<file path="src/design/sbpe_pkg.sv">
// shared types, constants and microcode table for the servo bus packet engine
package sbpe_pkg;

    localparam int MAX_DATA = 6;
    localparam int PAYLOAD_W = 48;
    localparam int PAYLOAD_BYTES = PAYLOAD_W / 8;
    localparam int STEP_W = 3;

    localparam logic [7:0] SYNC_BYTE = 8'hFF;
    localparam logic [7:0] INST_WRITE = 8'h03;
    localparam logic [7:0] INST_READ = 8'h02;
    localparam logic [7:0] READ_LEN_BYTE = 8'h04;
    localparam logic [15:0] TIMEOUT_RESET = 16'd3000;
    localparam logic [3:0] WRITE_REPLY_LEN = 4'd6;
    localparam logic [3:0] ERR_POS = 4'd4;
    localparam logic [3:0] VLO_POS = 4'd5;
    localparam logic [3:0] VHI_POS = 4'd6;
    localparam logic [3:0] READ2_REPLY_LEN = 4'd8;

    typedef enum logic [1:0] {
        OP_WRITE = 2'd0,
        OP_READ  = 2'd1,
        OP_RXB   = 2'd2,
        OP_TICK  = 2'd3
    } t_op;

    typedef enum logic [2:0] {
        SRC_SYNC = 3'd0,
        SRC_ID   = 3'd1,
        SRC_LEN  = 3'd2,
        SRC_INST = 3'd3,
        SRC_REG  = 3'd4,
        SRC_DATA = 3'd5,
        SRC_CHK  = 3'd6
    } t_src;

    typedef enum logic [1:0] {
        JMP_NEXT = 2'd0,
        JMP_MORE = 2'd1,
        JMP_END  = 2'd2
    } t_jmp;

    typedef struct packed {
        t_src              src;
        logic              sum_en;
        t_jmp              jmp;
        logic [STEP_W-1:0] target;
    } t_uword;

    function automatic logic [2:0] clamp_write(input logic [2:0] len);
        logic [2:0] n;
        n = len;
        if (len == 3'd0) begin
            n = 3'd1;
        end else if (32'(len) > MAX_DATA) begin
            n = 3'(MAX_DATA);
        end
        return n;
    endfunction

    function automatic logic [2:0] clamp_read(input logic [2:0] len);
        logic [2:0] n;
        n = len;
        if (len == 3'd0) begin
            n = 3'd1;
        end else if (len > 3'd2) begin
            n = 3'd2;
        end
        return n;
    endfunction

    function automatic t_uword urom(input logic [STEP_W-1:0] step);
        t_uword w;
        unique case (step)
            3'd0: w = '{SRC_SYNC, 1'b0, JMP_NEXT, 3'd0};
            3'd1: w = '{SRC_SYNC, 1'b0, JMP_NEXT, 3'd0};
            3'd2: w = '{SRC_ID,   1'b1, JMP_NEXT, 3'd0};
            3'd3: w = '{SRC_LEN,  1'b1, JMP_NEXT, 3'd0};
            3'd4: w = '{SRC_INST, 1'b1, JMP_NEXT, 3'd0};
            3'd5: w = '{SRC_REG,  1'b1, JMP_NEXT, 3'd0};
            3'd6: w = '{SRC_DATA, 1'b1, JMP_MORE, 3'd6};
            3'd7: w = '{SRC_CHK,  1'b0, JMP_END,  3'd0};
        endcase
        return w;
    endfunction

endpackage

</file>
<file path="src/design/sbpe_useq.sv">
// microcode step counter, control store and jump logic
module sbpe_useq
    import sbpe_pkg::*;
(
    input  logic   i_clk,
    input  logic   i_rst_n,
    input  logic   i_start,
    input  logic   i_advance,
    input  logic   i_data_more,
    output logic   o_run,
    output t_uword o_uword
);

    logic              r_run;
    logic              n_run;
    logic [STEP_W-1:0] r_step;
    logic [STEP_W-1:0] n_step;

    assign o_uword = urom(r_step);
    assign o_run = r_run;

    always_comb begin
        n_run = r_run;
        n_step = r_step;
        if (i_start) begin
            n_run = 1'b1;
            n_step = '0;
        end else if (i_advance) begin
            unique case (o_uword.jmp)
                JMP_NEXT: n_step = r_step + 1'b1;
                JMP_MORE: n_step = i_data_more ? o_uword.target : r_step + 1'b1;
                JMP_END:  n_run = 1'b0;
                default:  n_run = 1'b0;
            endcase
        end
    end

    always_ff @(posedge i_clk) begin
        if (!i_rst_n) begin
            r_run <= 1'b0;
            r_step <= '0;
        end else begin
            r_run <= n_run;
            r_step <= n_step;
        end
    end

endmodule

</file>
<file path="src/design/sbpe_frame.sv">
// frame datapath: latched command, byte select and running checksum
module sbpe_frame
    import sbpe_pkg::*;
(
    input  logic                 i_clk,
    input  logic                 i_rst_n,
    input  logic                 i_start,
    input  logic                 i_is_read,
    input  logic [7:0]           i_servo_id,
    input  logic [7:0]           i_reg_addr,
    input  logic [2:0]           i_length,
    input  logic [PAYLOAD_W-1:0] i_payload,
    input  logic                 i_advance,
    input  t_uword               i_uword,
    output logic                 o_data_more,
    output logic [7:0]           o_byte
);

    logic                 r_is_read;
    logic [7:0]           r_id;
    logic [7:0]           r_reg;
    logic [2:0]           r_n;
    logic [PAYLOAD_W-1:0] r_payload;
    logic [7:0]           r_sum;
    logic [2:0]           r_idx;
    logic [7:0]           data_byte;

    always_comb begin
        data_byte = 8'h00;
        if (32'(r_idx) < PAYLOAD_BYTES) begin
            data_byte = r_payload[r_idx*8 +: 8];
        end
    end

    always_comb begin
        unique case (i_uword.src)
            SRC_SYNC: o_byte = SYNC_BYTE;
            SRC_ID:   o_byte = r_id;
            SRC_LEN:  o_byte = r_is_read ? READ_LEN_BYTE : {5'd0, r_n} + 8'd3;
            SRC_INST: o_byte = r_is_read ? INST_READ : INST_WRITE;
            SRC_REG:  o_byte = r_reg;
            SRC_DATA: o_byte = r_is_read ? {5'd0, r_n} : data_byte;
            SRC_CHK:  o_byte = ~r_sum;
            default:  o_byte = 8'h00;
        endcase
    end

    assign o_data_more = !r_is_read && ({1'b0, r_idx} + 4'd1 < {1'b0, r_n});

    always_ff @(posedge i_clk) begin
        if (!i_rst_n) begin
            r_sum <= 8'h00;
            r_idx <= 3'd0;
        end else if (i_start) begin
            r_sum <= 8'h00;
            r_idx <= 3'd0;
        end else if (i_advance) begin
            if (i_uword.sum_en) begin
                r_sum <= r_sum + o_byte;
            end
            if (i_uword.src == SRC_DATA) begin
                r_idx <= r_idx + 3'd1;
            end
        end
    end

    always_ff @(posedge i_clk) begin
        if (i_start) begin
            r_is_read <= i_is_read;
            r_id <= i_servo_id;
            r_reg <= i_reg_addr;
            r_n <= i_is_read ? clamp_read(i_length) : clamp_write(i_length);
            r_payload <= i_payload;
        end
    end

endmodule

</file>
<file path="src/design/sbpe_reply.sv">
// reply collection, timeout counter and transaction status
module sbpe_reply
    import sbpe_pkg::*;
(
    input  logic        i_clk,
    input  logic        i_rst_n,
    input  logic        i_start,
    input  logic        i_is_read,
    input  logic [2:0]  i_length,
    input  logic        i_rx,
    input  logic        i_tick,
    input  logic [7:0]  i_rx_byte,
    input  logic [15:0] i_timeout,
    output logic        o_busy,
    output logic        o_done,
    output logic        o_success,
    output logic [15:0] o_read_value
);

    logic        r_busy;
    logic        r_is_read;
    logic [3:0]  r_expected;
    logic [3:0]  r_received;
    logic [15:0] r_elapsed;
    logic [7:0]  r_err;
    logic [7:0]  r_vlo;
    logic [7:0]  r_vhi;
    logic [3:0]  n_received;
    logic [15:0] n_elapsed;
    logic [7:0]  n_err;
    logic [7:0]  n_vlo;
    logic [7:0]  n_vhi;
    logic        rx_done;
    logic        tick_fail;
    logic        ok;

    assign o_busy = r_busy;

    always_comb begin
        n_err = r_err;
        n_vlo = r_vlo;
        n_vhi = r_vhi;
        if (r_received == ERR_POS) begin
            n_err = i_rx_byte;
        end
        if (r_received == VLO_POS) begin
            n_vlo = i_rx_byte;
        end
        if (r_received == VHI_POS) begin
            n_vhi = i_rx_byte;
        end
        n_received = r_received + 4'd1;
        n_elapsed = (r_elapsed == 16'hFFFF) ? r_elapsed : r_elapsed + 16'd1;
    end

    assign rx_done = r_busy && i_rx && (n_received >= r_expected);
    assign tick_fail = r_busy && i_tick && (n_elapsed >= i_timeout);
    assign ok = rx_done && (n_err == 8'h00);
    assign o_done = rx_done || tick_fail;
    assign o_success = ok;

    always_comb begin
        o_read_value = 16'h0000;
        if (ok && r_is_read) begin
            o_read_value = (r_expected == READ2_REPLY_LEN) ? {n_vhi, n_vlo}
                                                           : {8'h00, n_vlo};
        end
    end

    always_ff @(posedge i_clk) begin
        if (!i_rst_n) begin
            r_busy <= 1'b0;
            r_is_read <= 1'b0;
            r_expected <= 4'd0;
            r_received <= 4'd0;
            r_elapsed <= 16'd0;
            r_err <= 8'h00;
            r_vlo <= 8'h00;
            r_vhi <= 8'h00;
        end else if (i_start) begin
            r_busy <= 1'b1;
            r_is_read <= i_is_read;
            r_expected <= i_is_read ? WRITE_REPLY_LEN + {1'b0, clamp_read(i_length)}
                                    : WRITE_REPLY_LEN;
            r_received <= 4'd0;
            r_elapsed <= 16'd0;
            r_err <= 8'h00;
            r_vlo <= 8'h00;
            r_vhi <= 8'h00;
        end else if (o_done) begin
            r_busy <= 1'b0;
            r_received <= 4'd0;
            r_elapsed <= 16'd0;
            r_err <= n_err;
            r_vlo <= n_vlo;
            r_vhi <= n_vhi;
        end else if (r_busy && i_rx) begin
            r_received <= n_received;
            r_err <= n_err;
            r_vlo <= n_vlo;
            r_vhi <= n_vhi;
        end else if (r_busy && i_tick) begin
            r_elapsed <= n_elapsed;
        end
    end

endmodule

</file>
<file path="src/design/servo_bus_packet_engine.sv">
// top level of the servo bus packet engine: handshakes, config and result register
//
// channel   direction  handshake                  word
// in        input      i_in_valid / o_in_ready    operation, id, reg, length, payload, rx
// out       output     o_out_valid / i_out_ready  kind, tx_byte, success, read_value, last
// cfg       input      i_cfg_valid / o_cfg_ready  16-bit timeout in ticks
//
// a command runs the microprogram, one frame byte per cycle while the output is not stalled
// received bytes and ticks arrive as input words, status word loads at acceptance
// input is held off while the microprogram runs; output stalls freeze the step counter
// synchronous active-low reset; timeout resets to 3000 and the engine to idle
module servo_bus_packet_engine
    import sbpe_pkg::*;
(
    input  logic                 i_clk,
    input  logic                 i_rst_n,
    input  logic                 i_in_valid,
    output logic                 o_in_ready,
    input  logic [1:0]           i_operation,
    input  logic [7:0]           i_servo_id,
    input  logic [7:0]           i_reg_addr,
    input  logic [2:0]           i_length,
    input  logic [PAYLOAD_W-1:0] i_payload,
    input  logic [7:0]           i_rx_byte,
    output logic                 o_out_valid,
    input  logic                 i_out_ready,
    output logic                 o_kind,
    output logic [7:0]           o_tx_byte,
    output logic                 o_success,
    output logic [15:0]          o_read_value,
    output logic                 o_last,
    input  logic                 i_cfg_valid,
    output logic                 o_cfg_ready,
    input  logic [15:0]          i_cfg_data
);

    logic [15:0] r_timeout_ticks;
    logic        r_ov;
    logic        r_kind;
    logic [7:0]  r_tx;
    logic        r_succ;
    logic [15:0] r_val;
    logic        r_last;
    logic        slot_free;
    logic        in_acc;
    logic        is_cmd;
    logic        start;
    logic        run;
    logic        advance;
    logic        data_more;
    logic        busy;
    logic        done;
    logic        ok;
    logic [15:0] rd_val;
    logic [7:0]  fbyte;
    t_uword      uword;
    t_op         op;

    assign op = t_op'(i_operation);
    assign slot_free = !r_ov || i_out_ready;
    assign o_in_ready = !run && slot_free;
    assign in_acc = i_in_valid && o_in_ready;
    assign is_cmd = (op == OP_WRITE) || (op == OP_READ);
    assign start = in_acc && is_cmd && !busy;
    assign advance = run && slot_free;
    assign o_cfg_ready = 1'b1;

    sbpe_useq u_useq (
        .i_clk       (i_clk),
        .i_rst_n     (i_rst_n),
        .i_start     (start),
        .i_advance   (advance),
        .i_data_more (data_more),
        .o_run       (run),
        .o_uword     (uword)
    );

    sbpe_frame u_frame (
        .i_clk       (i_clk),
        .i_rst_n     (i_rst_n),
        .i_start     (start),
        .i_is_read   (op == OP_READ),
        .i_servo_id  (i_servo_id),
        .i_reg_addr  (i_reg_addr),
        .i_length    (i_length),
        .i_payload   (i_payload),
        .i_advance   (advance),
        .i_uword     (uword),
        .o_data_more (data_more),
        .o_byte      (fbyte)
    );

    sbpe_reply u_reply (
        .i_clk        (i_clk),
        .i_rst_n      (i_rst_n),
        .i_start      (start),
        .i_is_read    (op == OP_READ),
        .i_length     (i_length),
        .i_rx         (in_acc && op == OP_RXB),
        .i_tick       (in_acc && op == OP_TICK),
        .i_rx_byte    (i_rx_byte),
        .i_timeout    (r_timeout_ticks),
        .o_busy       (busy),
        .o_done       (done),
        .o_success    (ok),
        .o_read_value (rd_val)
    );

    always_ff @(posedge i_clk) begin
        if (!i_rst_n) begin
            r_timeout_ticks <= TIMEOUT_RESET;
        end else if (i_cfg_valid) begin
            r_timeout_ticks <= i_cfg_data;
        end
    end

    always_ff @(posedge i_clk) begin
        if (!i_rst_n) begin
            r_ov <= 1'b0;
        end else if (advance || done) begin
            r_ov <= 1'b1;
        end else if (i_out_ready) begin
            r_ov <= 1'b0;
        end
    end

    always_ff @(posedge i_clk) begin
        if (advance) begin
            r_kind <= 1'b0;
            r_tx <= fbyte;
            r_succ <= 1'b0;
            r_val <= 16'h0000;
            r_last <= (uword.jmp == JMP_END);
        end else if (done) begin
            r_kind <= 1'b1;
            r_tx <= 8'h00;
            r_succ <= ok;
            r_val <= rd_val;
            r_last <= 1'b1;
        end
    end

    assign o_out_valid = r_ov;
    assign o_kind = r_kind;
    assign o_tx_byte = r_tx;
    assign o_success = r_succ;
    assign o_read_value = r_val;
    assign o_last = r_last;

endmodule
</file>
<file path="config.mk">
export PLATFORM = sky130hd
export DESIGN_NAME = servo_bus_packet_engine
export DESIGN_NICKNAME = d
export VERILOG_FILES = /design/src/design/sbpe_pkg.sv /design/src/design/sbpe_useq.sv /design/src/design/sbpe_frame.sv /design/src/design/sbpe_reply.sv /design/src/design/servo_bus_packet_engine.sv
export SDC_FILE = /design/constraint.sdc
export NUM_CORES = 1
export LEC_CHECK = 0
export BUFFER_PORTS_ARGS = -buffer_cell sky130_fd_sc_hd__buf_2
export CAP_MARGIN = 20
export CORE_ASPECT_RATIO = 0.8
export CORE_MARGIN = 4
export CORE_UTILIZATION = 62
export CTS_CLUSTER_DIAMETER = 150
export CTS_CLUSTER_SIZE = 12
export DETAILED_ROUTE_END_ITERATION = 8
export HOLD_SLACK_MARGIN = 0.06
export PLACE_DENSITY = 0.93
export SETUP_SLACK_MARGIN = 0.2
export SLEW_MARGIN = 25
export SYNTH_ARGS = -nofsm -noshare
export SYNTH_HDL_FRONTEND = slang
export SYNTH_SLANG_ARGS = --single-unit
</file>
<file path="constraint.sdc">
create_clock -name i_clk -period 6.87 [get_ports i_clk]
set_input_delay 0.3435 -clock i_clk [delete_from_list [all_inputs] [get_ports i_clk]]
set_output_delay 0.3435 -clock i_clk [all_outputs]
set_load 0.02 [all_outputs]
</file>
==> run summary, run 1 <==
Max Fclk -> 239 MHz
Number of diodes -> 0
Post-DP HPWL -> 13.9 mm
Final worst slack -> 2.68 ns
Commonest non-fill, non-tap cells in the layout -> buf_2, dfxtp_1, nand2_1
GRT Util Overall -> 0.258
Worst reg2reg path depth -> 14
Fraction of layout cells with a size suffix above 1 -> 0.193
Clock buffer count from CTS -> 17
Worst Path Max Fanout -> 11
Final hold slack -> 0.0746 ns
Prevailing post-synth register cell -> dfxtp_1
Setup_tns -> 0 ns
Place WS -> 2.88 ns
Total power -> 2350 uW
Worst Clk Skew -> 0.00883 ns
Filler Cell Count -> 844
Layout net count -> 1101
Synth Register Bits -> 182
Area growth syn-to-layout -> 16.6%
P_int -> 1780 uW
Initial core utilization -> 0.639
CTS tree -> done
PostCTS Resize Cnt -> 0
Horiz. Die Dim -> 141 um
Crit path required time -> 7.22 ns
Die area -> 16000 sq um
Leakage -> 0.00425 uW
Seq pwr share -> 0.505
Largest reg by FF count -> u_frame.r_payload
Clk Latency, worst-skew pair -> 0.44 ns
Hold path cells -> 1
Final GP Congestion -> 0.921
Clock Path Buffers -> 2
Largest net degree at the start of global routing -> 65
Worst vdd ir -> 0.000218 V
Sequential cell area -> 4410 sq um
Wire length of the first global-routing pass -> 32.7 mm
Via count -> 6813
Remaining DRCs -> 0
Switch share -> 0.241
H-Tree Level Count -> 4
Input/output buffers -> 126
# setup viols final -> 0
Synth Warn # -> 0
Area after DPL -> 9440 sq um
Post-CTS Setup Inserts -> 0
Core area -> 13600 sq um
Clock Pin Slew Worst Setup and Hold Paths -> 0.07 ns
Status -> completed
Drt initial violations -> 746
Post-Route WL -> 21.0 mm
Cell variety after synth -> 68
Critical path arrival -> 4.54 ns
Post-synth EDFFs -> 77
Drt pass-1 iters -> 5
Hold Vio Cnt, Final -> 0
Switch Pwr -> 567 uW
Vias in the first global route -> 6594
Standard-cell rows -> 38
Synth Instances -> 835
Remaining Overflow, GRT -> 0
Clock sinks -> 182
I/O Pins -> 128
Critical path class -> flip-flop to flip-flop
Initial antenna violation count -> 0
Clock power share -> 0.424
Routed Antenna Nets -> 0
Tmin final -> 4.19 ns
Max cap viols -> 0
Pins Over Slew Limit -> 0
Design area -> 10200 sq um
Largest register FFs -> 48
Die Span Y -> 114 um
Startpoint types -> flip-flop
Final worst-path cycle share -> 0.610
Mapped Area -> 8720 sq um
RSZ-0062 raised after global routing -> false
Mapped Nets -> 975
Nature of the critical path endpoint -> flip-flop
Wire per inst -> 18.2 um
Combined area of the multi-input logic cells -> 3910 sq um
Combinational fraction of design power -> 0.070
Commonest non-fill, non-tap cell in the layout -> buf_2
Max_slew headroom -> 0.411
Mapped Avg Cell Area -> 10.4 sq um
Root Driver -> clkbuf_16
Via density -> 5.90
Register area share after synthesis -> 0.506
Worst-margin pin slew -> 0.883 ns
CTS Hold Buffers Added -> 0
Worst hold path type -> input pin to flip-flop
Power Density -> 231 nW/um^2
Asr flop ratio synth -> 0
## worst max-delay path, cell delays in order, from the launching register on
cell and delay [ns]:
dfxtp_1 0.42, ha_1 0.24, nand3_2 0.22, nor4_4 0.51, nand3_2 0.33, nand2_1 0.16, xnor2_1 0.12, ha_1 0.26
a211oi_1 0.28, nand3_1 0.11, a21oi_1 0.20, o21a_1 0.25, o221ai_1 0.41, buf_4 0.34, a311oi_1 0.23
## Yosys cell counts (4+ instances only)
cell type  instances  area (sq um)
nand3_1           21           105
and2_1            10          62.6
a21oi_1           43           215
edfxtp_1          77          2310
buf_1              5          18.8
nor2_1            57           214
and3_1             9          56.3
o22ai_1           19           119
o221ai_1           6          52.6
a21o_1             4          30.0
nand2_1           94           353
nand4_1            8          50.1
mux4_2             4          90.1
inv_1             57           214
o21a_1             4          30.0
o21ai_0           22           110
nor3_1            10          50.1
xnor2_1           20           175
nor4_1             6          37.5
mux2i_1           70           701
a211oi_1           4          30.0
nor2b_1           17           106
xor2_1            17           149
o211ai_1           9          67.6
nand3b_1           4          30.0
buf_2             10          50.1
nand2b_1           7          43.8
ha_1              41           513
a22oi_1            4          30.0
clkbuf_1          17          63.8
dfxtp_1          105          2100
mux2_2             5          56.3
## power groups by stage
stage	Clock, uW	Sequential, uW	Combinational, uW
after floorplan	0	1210	90.0
after global placement	0	1210	147
after detailed placement	0	1210	154
after CTS	1000	1190	157
after global routing	1060	1190	181
final	998	1190	166
## metrics by stage
step                      utilization  cells
after global placement          0.691   1109
after floorplan                     -    835
after global routing            0.745   1154
after CTS                       0.736   1141
after detailed placement        0.691   1109
final                           0.745   1154
## cell families (layout without fill, tap and decap cells)
| group | count (synthesis) | count (layout) | synth area share |
|---|---|---|---|
| AND/OR/NAND/NOR | 263 | 263 | 0.151 |
| adder cells (fa/ha/maj) | 43 | 43 | 0.0623 |
| flip-flops | 182 | 182 | 0.506 |
| other | 1 | 1 | 0.000430 |
| XOR/XNOR | 37 | 37 | 0.0372 |
| AO/OA/AOI/OAI | 136 | 136 | 0.101 |
| buffers and inverters | 94 | 233 | 0.0449 |
| multiplexers | 79 | 79 | 0.0971 |
## layout make-up
| cell class | count | area share |
|---|---|---|
| clock buffer | 17 | 0.0418 |
| clock inverter | 15 | 0.0174 |
| inverter | 57 | 0.0210 |
| multi-input combinational | 559 | 0.385 |
| sequential | 182 | 0.434 |
| tap | 180 | 0.0222 |
| timing repair buffer | 144 | 0.0785 |
## worst paths after layout
| kind | endpoint | startpoint | slack, ns |
|---|---|---|---|
| worst max-delay path | u_reply.r_elapsed[15] | u_reply.r_elapsed[0] | 2.68 |
| worst min-delay path | u_frame.r_payload[11] | i_payload[11] | 0.07 |
| worst max register to register | u_reply.r_elapsed[15] | u_reply.r_elapsed[0] | 2.68 |
| worst min register to register | u_reply.r_vhi[2] | u_reply.r_vhi[2] | 0.46 |
## per-layer routing
layer	wire length, um	part of all wire	vias up	GRT usage
met5	0	0	-	0
met4	611	0.029	0	0.0839
met1	8710	0.41	3226	0.338
li1	-	-	3223	-
met3	1810	0.086	49	0.0768
met2	9870	0.47	315	0.414
No activity file was read; power rests on OpenSTA's default activity.
==> run 2, diff against run 1 <==
CORE_UTILIZATION = 57   (was 62)
PLACE_DENSITY = 0.87   (was 0.93)
clock period = 4.1 ns   (was 6.87 ns; I/O delays follow)
==> run 2 against run 1 <==
Largest power group unchanged. Cell count is 7.7% higher. Global-route usage is 0.75 points higher. Sequential share of layout area is 3.2 points lower. Non-clock buffer count is 80 higher. Fmax is 13% higher. Sequential cell count stayed put. Register-to-register slack worse by 2.3 ns. Routed wire length is 7.8% higher. First-iteration DRC count is 32% lower.
==> run summary, run 2 (synthesis gave the netlist of run 1 again) <==
Worst-margin pin slew -> 0.867 ns (-0.0168 ns)
Input/output buffers -> 126 (unchanged)
Core area -> 15000 sq um (+10%)
Via count -> 7099 (+4.2%)
Max cap viols -> 0 (unchanged)
WHS Endpoint -> u_frame.r_n[1]
RSZ-0062 raised after global routing -> false
Commonest non-fill, non-tap cell in the layout -> buf_2
I/O Pins -> 128 (unchanged)
Commonest non-fill, non-tap cells in the layout -> buf_2, dfxtp_1, nand2_1
Startpoint types -> flip-flop
Worst reg2reg path depth -> 15 (+1)
Status -> completed
GRT Util Overall -> 0.265 (+0.00748)
Max_slew headroom -> 0.421 (+0.0101)
Clk Latency, worst-skew pair -> 0.45 ns (about the same)
CP cell instances -> ha_1 -> nand3_2 -> nor4_4 -> buf_4 -> and3_1 -> nor3_1 -> xor2_1 -> ha_1 -> a211oi_1 -> nand3_1 -> a21oi_1 -> o21a_1 -> o221ai_1 -> buf_4 -> a311oi_1
Nature of the critical path endpoint -> flip-flop
Fraction of layout cells with a size suffix above 1 -> 0.191 (-0.00232)
M1 wire length -> 9.22 mm (+5.9%)
Max Fclk -> 269 MHz (+13%)
Tmin final -> 3.71 ns (-0.479 ns)
Drt pass-1 iters -> 7 (+2)
Layout net count -> 1181 (+7.3%)
Crit path required time -> 4.45 ns (-2.77 ns)
Hold path cells -> 2 (+1)
Critical path class -> flip-flop to flip-flop
H-Tree Level Count -> 4 (unchanged)
Switch share -> 0.255 (+0.0134)
Vias in the first global route -> 7105 (+7.7%)
Drt initial violations -> 508 (-32%)
Critical path's slowest cell -> dfxtp_1
Setup_tns -> 0 ns (unchanged)
Util after Layout -> 0.731 (-0.0141)
Clock sinks -> 182 (unchanged)
Combinational fraction of design power -> 0.085 (+0.015)
Number of diodes -> 0 (unchanged)
Leakage -> 0.00463 uW (+8.8%)
Worst stage delay on the critical path -> 0.43 ns (-0.08 ns)
Via density -> 5.71 (-3.3%)
Standard-cell rows -> 40 (+5.3%)
Wire length of the first global-routing pass -> 36.6 mm (+12%)
Top layer in use -> met5
P_int -> 3000 uW (+68%)
Seq pwr share -> 0.495 (-0.010)
Buffers & Inverters on Critical Path -> 2 (+1)
Largest register FFs -> 48 (unchanged)
FF-to-FF End -> u_reply.r_elapsed[15]
Final GP Congestion -> 0.898 (-2.5%)
Area growth syn-to-layout -> 25.9%
Crit-path leading delay family -> compound AO/OA/AOI/OAI gates
Routed wl met3 -> 1.64 mm (-9.6%)
Final worst slack -> 0.386 ns (-2.29 ns)
Clock power share -> 0.419 (-0.005)
Clock Path Buffers -> 2 (unchanged)
Post-Route WL -> 22.6 mm (+7.8%)
Clock buffer count from CTS -> 17 (unchanged)
Initial core utilization -> 0.581 (-0.0583)
Pins Over Slew Limit -> 0 (unchanged)
Worst Clk Skew -> 0.0177 ns (+0.00884 ns)
Worst Path Max Fanout -> 20 (+9)
Filler Cell Count -> 949 (+12%)
Placed Cells -> 1123 (+1.3%)
Horiz. Die Dim -> 146 um (+4.0%)
Final worst-path cycle share -> 0.906 (+0.296)
CTS tree -> done
Layout Cells excl Fill -> 1243 (+7.7%)
Clock Pin Slew Worst Setup and Hold Paths -> 0.07 ns (about the same)
# setup viols final -> 0 (unchanged)
Wire per inst -> 18.2 um (about the same)
Reg-to-reg slack, setup -> 0.39 ns (-2.29 ns)
Remaining Overflow, GRT -> 0 (unchanged)
Worst hold path type -> input pin to flip-flop
Critical path arrival -> 4.07 ns (-0.47 ns)
Hold path startpoint -> i_length[1]
Die area -> 17400 sq um (+8.2%)
Post-DP HPWL -> 13.5 mm (-2.7%)
Root Driver -> clkbuf_16
Routed Antenna Nets -> 0 (unchanged)
Remaining DRCs -> 0 (unchanged)
Worst vdd ir -> 0.000412 V (+89%)
Initial antenna violation count -> 2 (+2)
Largest net degree at the start of global routing -> 68 (+4.6%)
Place WS -> 0.287 ns (-2.59 ns)
Largest reg by FF count -> u_frame.r_payload
Switch Pwr -> 1020 uW (+81%)
Hold Vio Cnt, Final -> 0 (unchanged)
Met2 routed WL -> 10.8 mm (+9.9%)
RR Startpoint -> u_reply.r_elapsed[0]
Power Density -> 366 nW/um^2 (+58%)
Die Span Y -> 119 um (+4.0%)
run 2: worst max-delay path by stage:
stage,from,end,slack [ns],depth (start not counted)
floorplan,u_reply.r_elapsed[0],u_reply.r_vhi[5],0.82,13
global placement,u_reply.r_elapsed[0],o_read_value[13],0.42,14
detailed placement,u_reply.r_elapsed[0],o_read_value[2],0.29,14
CTS,u_reply.r_elapsed[0],o_read_value[2],0.25,14
global route,u_reply.r_elapsed[0],u_reply.r_elapsed[15],0.20,15
finish,u_reply.r_elapsed[0],u_reply.r_elapsed[15],0.39,15
run 2: per-stage QoR:
step / cell area (sq um) / hold WS [ns] / total power (uW)
floorplan: 8720 / 0.304 / 2180
finish: 11000 / 0.0657 / 4020
CTS: 10900 / 0.0638 / 3980
global placement: 9480 / 0.382 / 2280
global route: 11000 / 0.0793 / 4140
detailed placement: 9480 / 0.383 / 2290
run 2: repair_timing:
action / in CTS / in global routing
endpoints found under the setup margin: 0 / 70
hold buffers: 80 / 0
gates resized for setup: 0 / 2
buffers inserted: 0 / 8
hold endpoints to repair: 80 / 0
run 2: metal layers:
layer	global-route usage	vias to the layer above
met5	0	-
met4	0.123	4
met3	0.0617	72
met2	0.433	310
met1	0.335	3334
li1	-	3379
run 2: power by group through the flow:
stage                     registers [uW]  clock network, uW  logic (uW)
after global placement              2020                  0         252
after CTS                           1990               1680         320
after detailed placement            2030                  0         260
after floorplan                     2030                  0         151
after global routing                1990               1770         375
final                               1990               1690         343
run 2: cell type report:
cell class | count | area (sq um) | area share
repair buffers | 224 | 1580 | 0.144
well taps | 189 | 236 | 0.0215
inverters | 57 | 214 | 0.0195
clock inverters | 15 | 176 | 0.0161
multi-input cells | 559 | 3930 | 0.358
flip-flops and latches | 182 | 4410 | 0.402
clock buffers | 17 | 425 | 0.0388
==> run 3, diff against run 2 <==
CORE_UTILIZATION = 59   (was 57)
CTS_BUF_LIST = sky130_fd_sc_hd__clkbuf_4   (was unset)
PLACE_DENSITY = 0.89   (was 0.87)
==> run 3 against run 2 <==
Worst hold slack gained 0.062 ns. Via count grew 6.7%. Routed wire length grew 14%. First-iteration DRC count grew 79%. Register-to-register slack lost 0.02 ns. Critical path depth is the same.
==> run summary, run 3 (synthesis gave the netlist of run 1 again) <==
Core area -> 14400 sq um (-4.1%)
Standard-cell rows -> 39 (-2.5%)
Reg-to-reg slack, setup -> 0.37 ns (-0.02 ns)
Worst-margin pin slew -> 0.939 ns (+0.0728 ns)
Critical path arrival -> 4.27 ns (+0.20 ns)
Place WS -> 0.356 ns (+0.0696 ns)
Largest register FFs -> 48 (unchanged)
Worst Setup SP -> u_reply.r_elapsed[1]
Nature of the critical path endpoint -> flip-flop
# setup viols final -> 0 (unchanged)
Post-Route WL -> 25.8 mm (+14%)
Worst hold path type -> input pin to flip-flop
Commonest non-fill, non-tap cell in the layout -> buf_2
Status -> completed
Fraction of layout cells with a size suffix above 1 -> 0.185 (-0.00613)
Root Driver -> clkbuf_4
Drt pass-1 iters -> 6 (-1)
Max_slew headroom -> 0.373 (-0.0487)
Power Density -> 305 nW/um^2 (-17%)
Area growth syn-to-layout -> 26.0% (about the same)
Setup_tns -> 0 ns (unchanged)
Via count -> 7576 (+6.7%)
Hold Vio Cnt, Final -> 0 (unchanged)
Clock buffer count from CTS -> 17 (unchanged)
Switch Pwr -> 950 uW (-7.3%)
Routed Antenna Nets -> 0 (unchanged)
FF-to-FF End -> u_reply.r_elapsed[15]
Seq pwr share -> 0.595 (+0.100)
Number of diodes -> 0 (unchanged)
Clk Latency, worst-skew pair -> 0.65 ns (+0.20 ns)
Leakage -> 0.00460 uW (-0.65%)
Largest reg by FF count -> u_frame.r_payload
Pins Over Slew Limit -> 0 (unchanged)
Worst Path Max Fanout -> 16 (-20%)
Wire length of the first global-routing pass -> 40.2 mm (+9.7%)
Worst reg2reg path depth -> 15 (unchanged)
Remaining Overflow, GRT -> 0 (unchanged)
Crit path required time -> 4.64 ns (+0.19 ns)
Switch share -> 0.283 (+0.0283)
GRT Util Overall -> 0.314 (+0.0494)
Die area -> 16800 sq um (-3.2%)
Commonest non-fill, non-tap cells in the layout -> buf_2, dlygate4sd3_1, dfxtp_1
Filler Cell Count -> 811 (-15%)
Final GP Congestion -> 0.867 (-3.4%)
Vias in the first global route -> 7704 (+8.4%)
Combinational fraction of design power -> 0.114 (+0.029)
H-Tree Level Count -> 4 (unchanged)
RSZ-0062 raised after global routing -> false
Final worst-path cycle share -> 0.910 (+0.00437)
Hold path cells -> 4 (+2)
Initial core utilization -> 0.606 (+0.0250)
Wire per inst -> 20.3 um (+11%)
RR Startpoint -> u_reply.r_elapsed[1]
Remaining DRCs -> 0 (unchanged)
Clock Path Buffers -> 2 (unchanged)
Input/output buffers -> 126 (unchanged)
Max Fclk -> 268 MHz (-0.48%)
Final worst slack -> 0.369 ns (-0.0179 ns)
Worst vdd ir -> 0.000415 V (+0.55%)
Startpoint types -> flip-flop
Layout net count -> 1216 (+3.0%)
Worst Setup EP -> u_reply.r_elapsed[15]
Critical path class -> flip-flop to flip-flop
Clock sinks -> 182 (unchanged)
Initial antenna violation count -> 0 (-2)
Clock power share -> 0.292 (-0.127)
Worst Clk Skew -> 0.0417 ns (+0.0240 ns)
Max cap viols -> 0 (unchanged)
Die Span Y -> 117 um (-1.6%)
I/O Pins -> 128 (unchanged)
Tmin final -> 3.73 ns (+0.0179 ns)
P_int -> 2410 uW (-20%)
CTS tree -> done
Largest net degree at the start of global routing -> 65 (-4.4%)
Post-DP HPWL -> 13.6 mm (+0.48%)
Horiz. Die Dim -> 144 um (-1.6%)
Clock Pin Slew Worst Setup and Hold Paths -> 0.17 ns (+0.10 ns)
Drt initial violations -> 911 (+79%)
Via density -> 5.95 (+4.2%)
## run 3: cell types whose count changed in the layout (fill, tap and decap cells not counted), moves of 4 or more
cell and change:
dlygate4sd3_1 +40, clkbuf_16 -17, buf_4 -4, clkbuf_4 +17
## run 3: layer usage
metal,vias to the layer above,global-route usage,part of all wire
met5,-,0,0
met4,0,0.191,0.060
met3,139,0.0806,0.095
met2,506,0.515,0.47
met1,3482,0.375,0.38
li1,3449,-,-
## run 3: metrics by stage
step	utilization	cells	hold WS [ns]	cell area (sq um)	total power (uW)
floorplan	-	835	0.304	8720	2180
global placement	0.659	1119	0.382	9490	2280
detailed placement	0.659	1119	0.383	9490	2290
CTS	0.761	1271	0.0801	11000	3290
global route	0.763	1273	0.137	11000	3480
finish	0.763	1273	0.127	11000	3360
## run 3: what timing repair did
| action | CTS | global route |
|---|---|---|
| buffers inserted | 0 | 2 |
| hold endpoints to repair | 132 | 0 |
| hold buffers | 120 | 0 |
| resized for setup | 0 | 7 |
| endpoints found under the setup margin | 0 | 73 |
## run 3: how the worst min path moves through the flow
stage | from | slack [ns] | end
6_report | i_length[0] | 0.13 | u_frame.r_n[0]
2_1_floorplan | i_servo_id[0] | 0.30 | u_frame.r_id[0]
3_5_place_dp | i_payload[15] | 0.38 | u_frame.r_payload[15]
3_3_place_gp | i_payload[44] | 0.38 | u_frame.r_payload[44]
4_1_cts | i_length[0] | 0.08 | u_frame.r_n[0]
5_1_grt | i_length[0] | 0.14 | u_frame.r_n[0]
## run 3: final cells by class
type	count	area, sq um	share of cell area
clock buffer	17	128	0.0116
multi-input combinational	559	3930	0.358
clock inverter	15	136	0.0124
timing repair buffer	259	1930	0.176
sequential	182	4420	0.402
inverter	57	214	0.0195
tap	184	230	0.0210
## run 3: power by group through the flow
stage	Combinational, uW	Clock, uW	Sequential (uW)
after CTS	350	957	1990
after detailed placement	261	0	2030
after global placement	254	0	2020
final	381	980	2000
after floorplan	151	0	2030
after global routing	410	1070	2000
## run 3: critical path: stages, from the launching register on
cell      delay, ns
dfxtp_1        0.45
ha_1           0.26
nand3_2        0.24
nor4_4         0.21
buf_4          0.20
nand3_4        0.14
nand2_1        0.13
xnor2_1        0.17
ha_1           0.31
a21oi_1        0.23
o21ai_0        0.14
a21oi_1        0.26
o21a_2         0.24
o221ai_2       0.16
buf_4          0.25
a311oi_1       0.24
